**config.mk**
```make
export PLATFORM = sky130hd
export DESIGN_NAME = cobs_frame_receiver_fletcher16
export DESIGN_NICKNAME = d
export VERILOG_FILES = /design/src/cobsfr_pkg.sv /design/src/cobs_frame_receiver_fletcher16.sv /design/src/cobsfr_fletcher.sv
export SDC_FILE = /design/constraint.sdc
export NUM_CORES = 1
export LEC_CHECK = 0
export BUFFER_PORTS_ARGS = -buffer_cell sky130_fd_sc_hd__buf_2
export CORE_AREA = 2 2 175 109
export CTS_CLUSTER_DIAMETER = 30
export CTS_CLUSTER_SIZE = 12
export DETAILED_ROUTE_END_ITERATION = 8
export DIE_AREA = 0 0 177 111
export PLACE_DENSITY = 0.46
export SKIP_CTS_REPAIR_TIMING = 1
export SLEW_MARGIN = 40
export SYNTH_ARGS = -nofsm -noshare
export SYNTH_HDL_FRONTEND = slang
export SYNTH_SLANG_ARGS = --single-unit
```
**constraint.sdc**
```tcl
create_clock -name clk -period 4.3 [get_ports clk]
set_input_delay 0.86 -clock clk [delete_from_list [all_inputs] [get_ports clk]]
set_output_delay 0.86 -clock clk [all_outputs]
set_load 0.005 [all_outputs]
```
**src/cobsfr_pkg.sv**
```systemverilog
package cobsfr_pkg;

  localparam int CFG_W               = 13;
  localparam int FRAME_COUNT_BITS_DEF = 13;
  localparam logic [CFG_W-1:0] MAX_FRAME_RESET = 13'd4096;

  localparam logic [2:0] KIND_PAYLOAD   = 3'd0;
  localparam logic [2:0] KIND_GOOD      = 3'd1;
  localparam logic [2:0] KIND_MISMATCH  = 3'd2;
  localparam logic [2:0] KIND_SYNC      = 3'd3;
  localparam logic [2:0] KIND_OVERFLOW  = 3'd4;
  localparam logic [2:0] KIND_MALFORMED = 3'd5;

  localparam logic [7:0] SUM_INIT = 8'hFF;

  typedef struct packed {
    logic       init;
    logic       add;
    logic [7:0] data;
  } fletcher_ctl_t;

  // end-around carry: keeps a nonzero sum in 1..255
  function automatic logic [7:0] fold(input logic [8:0] s);
    fold = s[7:0] + {7'd0, s[8]};
  endfunction

endpackage

```
**src/cobs_frame_receiver_fletcher16.sv**
```systemverilog
// COBS frame receiver with Fletcher-16 check.
// The result of an input transfer is registered in the output register in the cycle after the transfer.
// Throughput: 1 byte per cycle; the output register stalls input only while full
//   and out_tready is low.
// Reset (rst_n low, synchronous): hunting for the opening zero, sums at 0xFF,
//   max_frame_bytes back to 4096, output register empty.
module cobs_frame_receiver_fletcher16 #(
  parameter int FRAME_COUNT_BITS = cobsfr_pkg::FRAME_COUNT_BITS_DEF
) (
  input  logic                         clk,
  input  logic                         rst_n,
  input  logic                         in_tvalid,
  output logic                         in_tready,
  input  logic [7:0]                   in_tdata,   // [7:0] rx_byte
  output logic                         out_tvalid,
  input  logic                         out_tready,
  output logic [7:0]                   out_tdata,  // [7:0] payload_byte
  output logic [2:0]                   out_tuser,  // [2:0] kind
  output logic                         out_tlast,  // frame_last
  input  logic                         cfg_valid,
  output logic                         cfg_ready,
  input  logic [cobsfr_pkg::CFG_W-1:0] cfg_data    // max_frame_bytes
);
  import cobsfr_pkg::*;

  localparam logic PH_HUNT  = 1'b0;
  localparam logic PH_FRAME = 1'b1;
  localparam int   CMP_W    = (FRAME_COUNT_BITS > CFG_W) ? FRAME_COUNT_BITS : CFG_W;

  logic [CFG_W-1:0]            max_frame_r;
  logic                        phase_r, phase_nxt;
  logic [7:0]                  run_left_r, run_left_nxt;
  logic                        pcf_r, pcf_nxt;
  logic [7:0]                  hb0_r, hb0_nxt, hb1_r, hb1_nxt;
  logic [1:0]                  fill_r, fill_nxt;
  logic [FRAME_COUNT_BITS-1:0] count_r, count_nxt;

  logic                        out_valid_r;
  logic [7:0]                  out_byte_r;
  logic [2:0]                  out_kind_r;

  logic                        in_acc;
  logic                        ev_valid;
  logic [2:0]                  ev_kind;
  logic                        open_en;
  logic                        push_en;
  logic [7:0]                  push_data;
  logic                        res_valid;
  logic [7:0]                  res_byte;
  logic [2:0]                  res_kind;
  logic                        overflow;
  fletcher_ctl_t               fl_ctl;
  logic [7:0]                  sum_low, sum_high;

  assign in_tready = !out_valid_r || out_tready;
  assign in_acc    = in_tvalid && in_tready;
  assign cfg_ready = 1'b1;

  assign overflow = (CMP_W'(count_r) >= CMP_W'(max_frame_r)) || (&count_r);

  // frame control
  always_comb begin
    phase_nxt    = phase_r;
    run_left_nxt = run_left_r;
    pcf_nxt      = pcf_r;
    count_nxt    = count_r;
    ev_valid     = 1'b0;
    ev_kind      = KIND_PAYLOAD;
    push_en      = 1'b0;
    push_data    = 8'd0;
    open_en      = 1'b0;
    if (in_acc) begin
      if (phase_r == PH_HUNT) begin
        if (in_tdata == 8'd0) begin
          phase_nxt    = PH_FRAME;
          run_left_nxt = 8'd0;
          pcf_nxt      = 1'b1;
          count_nxt    = FRAME_COUNT_BITS'(1);
          open_en      = 1'b1;
        end else begin
          ev_valid = 1'b1;
          ev_kind  = KIND_SYNC;
        end
      end else if (overflow) begin
        phase_nxt = PH_HUNT;
        ev_valid  = 1'b1;
        ev_kind   = KIND_OVERFLOW;
      end else begin
        count_nxt = count_r + FRAME_COUNT_BITS'(1);
        if (in_tdata == 8'd0) begin
          phase_nxt = PH_HUNT;
          ev_valid  = 1'b1;
          if (run_left_r != 8'd0 || fill_r != 2'd2) begin
            ev_kind = KIND_MALFORMED;
          end else if ({hb0_r, hb1_r} == {sum_high, sum_low}) begin
            ev_kind = KIND_GOOD;
          end else begin
            ev_kind = KIND_MISMATCH;
          end
        end else if (run_left_r == 8'd0) begin
          run_left_nxt = in_tdata - 8'd1;
          pcf_nxt      = (in_tdata == 8'hFF);
          push_en      = !pcf_r;
        end else begin
          run_left_nxt = run_left_r - 8'd1;
          push_en      = 1'b1;
          push_data    = in_tdata;
        end
      end
    end
  end

  // two-byte holdback
  always_comb begin
    hb0_nxt     = hb0_r;
    hb1_nxt     = hb1_r;
    fill_nxt    = fill_r;
    fl_ctl.init = open_en;
    fl_ctl.add  = 1'b0;
    fl_ctl.data = hb0_r;
    res_valid   = ev_valid;
    res_kind    = ev_kind;
    res_byte    = 8'd0;
    if (open_en) begin
      hb0_nxt  = 8'd0;
      hb1_nxt  = 8'd0;
      fill_nxt = 2'd0;
    end else if (push_en) begin
      unique case (fill_r)
        2'd0: begin
          hb0_nxt  = push_data;
          fill_nxt = 2'd1;
        end
        2'd1: begin
          hb1_nxt  = push_data;
          fill_nxt = 2'd2;
        end
        default: begin
          hb0_nxt    = hb1_r;
          hb1_nxt    = push_data;
          fl_ctl.add = 1'b1;
          res_valid  = 1'b1;
          res_kind   = KIND_PAYLOAD;
          res_byte   = hb0_r;
        end
      endcase
    end
  end

  cobsfr_fletcher u_fletcher (
    .clk      (clk),
    .rst_n    (rst_n),
    .ctl      (fl_ctl),
    .sum_low  (sum_low),
    .sum_high (sum_high)
  );

  always_ff @(posedge clk) begin
    if (!rst_n) begin
      max_frame_r <= MAX_FRAME_RESET;
      phase_r     <= PH_HUNT;
      run_left_r  <= 8'd0;
      pcf_r       <= 1'b1;
      hb0_r       <= 8'd0;
      hb1_r       <= 8'd0;
      fill_r      <= 2'd0;
      count_r     <= '0;
      out_valid_r <= 1'b0;
    end else begin
      if (cfg_valid && cfg_ready) begin
        max_frame_r <= cfg_data;
      end
      phase_r    <= phase_nxt;
      run_left_r <= run_left_nxt;
      pcf_r      <= pcf_nxt;
      hb0_r      <= hb0_nxt;
      hb1_r      <= hb1_nxt;
      fill_r     <= fill_nxt;
      count_r    <= count_nxt;
      if (in_tready) begin
        out_valid_r <= res_valid;
      end
    end
  end

  always_ff @(posedge clk) begin
    if (in_tready) begin
      out_byte_r <= res_byte;
      out_kind_r <= res_kind;
    end
  end

  assign out_tvalid = out_valid_r;
  assign out_tdata  = out_byte_r;
  assign out_tuser  = out_kind_r;
  assign out_tlast  = (out_kind_r != KIND_PAYLOAD);

  a_fill_range: assert property (@(posedge clk) disable iff (!rst_n)
    fill_r != 2'd3) else $error("holdback fill out of range");
  a_sync_result: assert property (@(posedge clk) disable iff (!rst_n)
    in_acc && phase_r == PH_HUNT && in_tdata != 8'd0
    |=> out_tvalid && out_tuser == KIND_SYNC)
    else $error("missing out-of-sync result");
  a_open: assert property (@(posedge clk) disable iff (!rst_n)
    in_acc && phase_r == PH_HUNT && in_tdata == 8'd0
    |=> phase_r == PH_FRAME && count_r == FRAME_COUNT_BITS'(1) && fill_r == 2'd0)
    else $error("frame open state wrong");
  a_payload_full: assert property (@(posedge clk) disable iff (!rst_n)
    in_acc && res_valid && res_kind == KIND_PAYLOAD |-> fill_r == 2'd2)
    else $error("payload left holdback before it was full");

endmodule

```
**src/cobsfr_fletcher.sv**
```systemverilog
module cobsfr_fletcher (
  input  logic                   clk,
  input  logic                   rst_n,
  input  cobsfr_pkg::fletcher_ctl_t ctl,
  output logic [7:0]             sum_low,
  output logic [7:0]             sum_high
);
  import cobsfr_pkg::*;

  logic [7:0] sum_low_r, sum_low_nxt;
  logic [7:0] sum_high_r, sum_high_nxt;
  logic [7:0] low_step;

  always_comb begin
    low_step     = fold({1'b0, sum_low_r} + {1'b0, ctl.data});
    sum_low_nxt  = sum_low_r;
    sum_high_nxt = sum_high_r;
    if (ctl.init) begin
      sum_low_nxt  = SUM_INIT;
      sum_high_nxt = SUM_INIT;
    end else if (ctl.add) begin
      sum_low_nxt  = low_step;
      sum_high_nxt = fold({1'b0, sum_high_r} + {1'b0, low_step});
    end
  end

  always_ff @(posedge clk) begin
    if (!rst_n) begin
      sum_low_r  <= SUM_INIT;
      sum_high_r <= SUM_INIT;
    end else begin
      sum_low_r  <= sum_low_nxt;
      sum_high_r <= sum_high_nxt;
    end
  end

  assign sum_low  = sum_low_r;
  assign sum_high = sum_high_r;

  a_low_nonzero: assert property (@(posedge clk) disable iff (!rst_n)
    sum_low_r != 8'd0) else $error("fletcher low sum reached zero");
  a_high_nonzero: assert property (@(posedge clk) disable iff (!rst_n)
    sum_high_r != 8'd0) else $error("fletcher high sum reached zero");
  a_init: assert property (@(posedge clk) disable iff (!rst_n)
    ctl.init |=> sum_low_r == SUM_INIT && sum_high_r == SUM_INIT)
    else $error("fletcher init not applied");

endmodule
```
==> parameters.txt <==
Parameter                              Value

STA
  Clock period minus worst slack    4140 ps
  Worst hold slack across all endpoints    488 ps
  Fin Clk Skew    11.4 ps
  Fin crit share    96.3%
  Max Clock Freq    around 240 MHz
  Final Hold Violating Endpoints    0
  Transition time of the tightest slew-check pin    709 ps
  Setup total negative slack    0 ps
  Final Max Tran Viols    0
  Worst relative slew slack    51.5%
  Number of failing setup endpoints in the final timing report    0

Placement
  Port Buffers    39
  HPWL after detailed placement    11100 um
  Cell total after placement    just under 900
  Weighted congestion at the end of routability-driven global placement    between 0.8 and 0.9

Die
  Ports placed on the boundary    41
  Die X    177 um
  Num rows    39
  Core area    roughly 18000 sq um
  Die Span Y    111 um
  Starting density of the core    a little over a quarter
  Full die area    between 15000 and 20000 sq um

Clock network
  Clock latency reported for the late side of the worst-skew pair    350 ps
  Clock H-tree levels    3
  # clock sinks    82
  TritonCTS clock tree    yes
  Clock Path Buffers    2
  Clock-pin slew of the registers on the worst-case setup and hold paths    60 ps
  Root Driver    clkbuf_16
  Inserted Clock Buffers    9

Synthesis
  Gate count after technology mapping    580
  Mean Syn Cell Area    8.57 sq um
  Post-synthesis cell type count    approximately 60
  Number of register bits inferred by synthesis    82
  Cell area after synthesis    4970 sq um
  Number of enable flip-flop cells after synthesis    11
  Yosys warnings    0
  Total nets after synthesis    ~650
  Fraction of registers with async set or reset after synthesis    0%
  Sequential-to-total area share from yosys stat    35.2%
  Top flip-flop cell by instance count after synthesis    dfxtp_1

GRT
  Antenna violations before repair    1
  Global router's overall resource usage    15.1%
  Maximum number of pins on one net before global-route repair    26
  First-pass GRT wire length    approximately 23000 um
  Vias in the first global route    4285
  Overflow after GRT    0

Routing
  Vias per inst    5.03
  Routed Wire Length    14400 um
  Post-route ant nets    0
  TritonRoute pass-1 iters    4
  Initial drt markers    ~340
  Number of design rule violations left after detail routing    0
  Via count of the routed design    4469
  WL/cell    16.2 um

Layout
  Share of post-route cells with drive strength above 1    18.7%
  Layout Cells excl Fill    just under 900
  Final nets    702
  Syn-to-layout area delta    20.6%

Critical path
  Number of cells traversed by the worst register-to-register path    23
  Cell repeated most along the worst path    ha_2
  Cell-by-cell listing of the critical path    ha_2, fa_2, nand3_2, a21boi_2, o21ai_1, nand2b_1, a21o_1, ha_4, and3_1, xor2_2, ha_1, nand2_1, o21ai_2, a31oi_2, nor2b_1, o21ai_1, nand2b_1, ha_2, ha_2, and3_4, nand3b_1, xnor2_1, o211ai_1
  Setup CP Type    flop to flop
  Endpoint type of the worst setup path    flop
  Reg-to-Reg End    u_fletcher.sum_high[6]
  Data required time of the worst path    4490 ps
  Critical-path maximum fanout    3
  Cell type of the slowest stage on the worst timing path    fa_2
  Type of origin of the critical path    flop
  Setup slack of the worst register-to-register path    160 ps
  Arrival @ worst endpoint    4330 ps
  Max stage delay on crit path    400 ps
  Crit Reg-Reg Startpoint    hb0_r[0]

Power and ir drop
  Net switching power figure    0.415 mW
  Power per cell area    274 nW/um^2
  PnR Total Power    between 1.5 and 2 mW
  Worst IR Drop VDD    0.000172 V
  Sequential Power Share    approximately 49%
  Combinational Power Share    under 10%
  Leak Pwr    2.48 nW
  Cell internal pwr    1.22 mW
  Share of power burned in the clock network    about 46%
  Switching portion of total power    25.3%

Run
  Max capacitance violation total    0

Min path
  Hold WC Path Type    flop to flop
  Hold Path Sink    run_left_r[1]
  Number of cells traversed by the worst hold path    2
  Hold path startpoint    run_left_r[1]

Run status
  Result of the run    completed
-- state kept, by name (all words and copies together) (netlist names) --
register / count
count_r: 13
out_tvalid: 1
max_frame_r: 13
fill_r: 2
phase_r: 1
run_left_r: 8
hb0_r: 8
u_fletcher.sum_high: 8
out_tdata: 8
pcf_r: 1
out_tuser: 3
u_fletcher.sum_low: 8
hb1_r: 8
-- layout by cell type, fill, tap and decap left out, types with 11 or more instances in the layout --
cell type / netlist / routed
dfxtp_1: 71 / 70
nand2_1: 48 / 48
nor2_1: 46 / 46
buf_2: 2 / 39
a21oi_1: 37 / 36
buf_4: 1 / 34
xnor2_1: 32 / 32
ha_1: 37 / 31
o21ai_0: 33 / 30
nand3_1: 29 / 28
inv_1: 22 / 21
and3_1: 20 / 19
mux2i_1: 13 / 13
a21o_1: 12 / 12
nand4_1: 12 / 12
or3_1: 12 / 12
o211ai_1: 12 / 12
edfxtp_1: 11 / 11
-- metal layers --
metal | track usage [%] | wire length [um] | vias up
li1 | - | - | 2212
met1 | 24.5 | 7890 | 2125
met2 | 19.6 | 5390 | 122
met3 | 3.29 | 957 | 10
met4 | 3.64 | 121 | 0
met5 | 0 | 0 | -
-- final cells by class --
cell class	count	area, sq um
clock inverter	7	57.6
tap	246	308
clock buffer	9	225
timing repair buffer	73	450
fill	1926	12300
antenna	1	2.50
inverter	22	82.6
sequential	82	1750
multi-input combinational	449	3110
-- worst max-delay path, delay by kind of cell (launching register included) --
kind | cells | cell delay, ps
AO/OA/AOI/OAI | 7 | 930
XOR/XNOR | 2 | 340
adder cells (fa/ha/maj) | 6 | 1470
flip-flops | 1 | 310
AND/OR/NAND/NOR | 8 | 950
-- power by group through the flow --
stage                     combinational [mW]  sequential [mW]  clock, mW
after floorplan                       0.0550            0.811          0
after global placement                0.0928            0.811          0
after detailed placement              0.0951            0.812          0
after CTS                             0.0957            0.794      0.777
after global routing                   0.107            0.795      0.806
final                                 0.0950            0.794      0.750
-- synth_stat cells (2+ instances only) --
cell | number | area [sq um]
and2_1 | 3 | 18.8
o31ai_1 | 2 | 15.0
a31oi_1 | 6 | 37.5
buf_2 | 2 | 10.0
nor2_1 | 46 | 173
a221o_1 | 2 | 20.0
fa_1 | 2 | 40.0
o21a_1 | 4 | 30.0
ha_1 | 37 | 463
o211ai_1 | 12 | 90.1
buf_1 | 4 | 15.0
or2_2 | 2 | 12.5
nor3_1 | 12 | 60.1
inv_1 | 22 | 82.6
dfxtp_1 | 71 | 1420
a21o_1 | 12 | 90.1
clkbuf_1 | 19 | 71.3
nor2b_1 | 4 | 25.0
a21oi_1 | 37 | 185
nand4_1 | 12 | 75.1
xor2_1 | 12 | 105
nor4_1 | 6 | 37.5
nand3_1 | 29 | 145
xnor2_1 | 32 | 280
nand2_1 | 48 | 180
edfxtp_1 | 11 | 330
and3_1 | 20 | 125
mux2i_1 | 13 | 130
o31a_1 | 2 | 17.5
a211oi_1 | 4 | 30.0
nand3b_1 | 2 | 15.0
a22oi_1 | 9 | 67.6
or3_1 | 12 | 75.1
nand2b_1 | 7 | 43.8
a32o_1 | 4 | 40.0
o21ai_0 | 33 | 165
-- how the worst max path moves through the flow --
stage | slack [ps] | endpoint | start | cells after the start
after floorplan | 90 | u_fletcher.sum_high[7] | hb0_r[0] | 22
after global placement | -60 | u_fletcher.sum_high[7] | hb0_r[0] | 22
after detailed placement | -270 | u_fletcher.sum_high[7] | hb0_r[0] | 22
after CTS | -300 | u_fletcher.sum_high[7] | hb0_r[0] | 22
after global routing | -70 | u_fletcher.sum_high[6] | hb0_r[0] | 23
final | 160 | u_fletcher.sum_high[6] | hb0_r[0] | 23
-- metrics by stage --
stage	setup slack (ps)	area (sq um)	utilization [%]
global route	-73.4	5990	32.7
CTS	-299	5880	32.1
global placement	-63.6	5590	30.6
detailed placement	-275	5600	30.6
floorplan	86.1	4970	-
finish	161	5990	32.7
-- logic make-up after synthesis --
logic type               after synthesis  share of synthesized area, %
AO/OA/AOI/OAI                        139                          18.0
XOR/XNOR                              44                          7.75
adder cells (fa/ha/maj)               39                          10.1
buffers and inverters                 49                          3.98
flip-flops                            82                          35.2
multiplexers                          14                          2.84
other                                  1                        0.0755
AND/OR/NAND/NOR                      212                          22.0
Note: power is estimated with default switching activity, not from simulation.
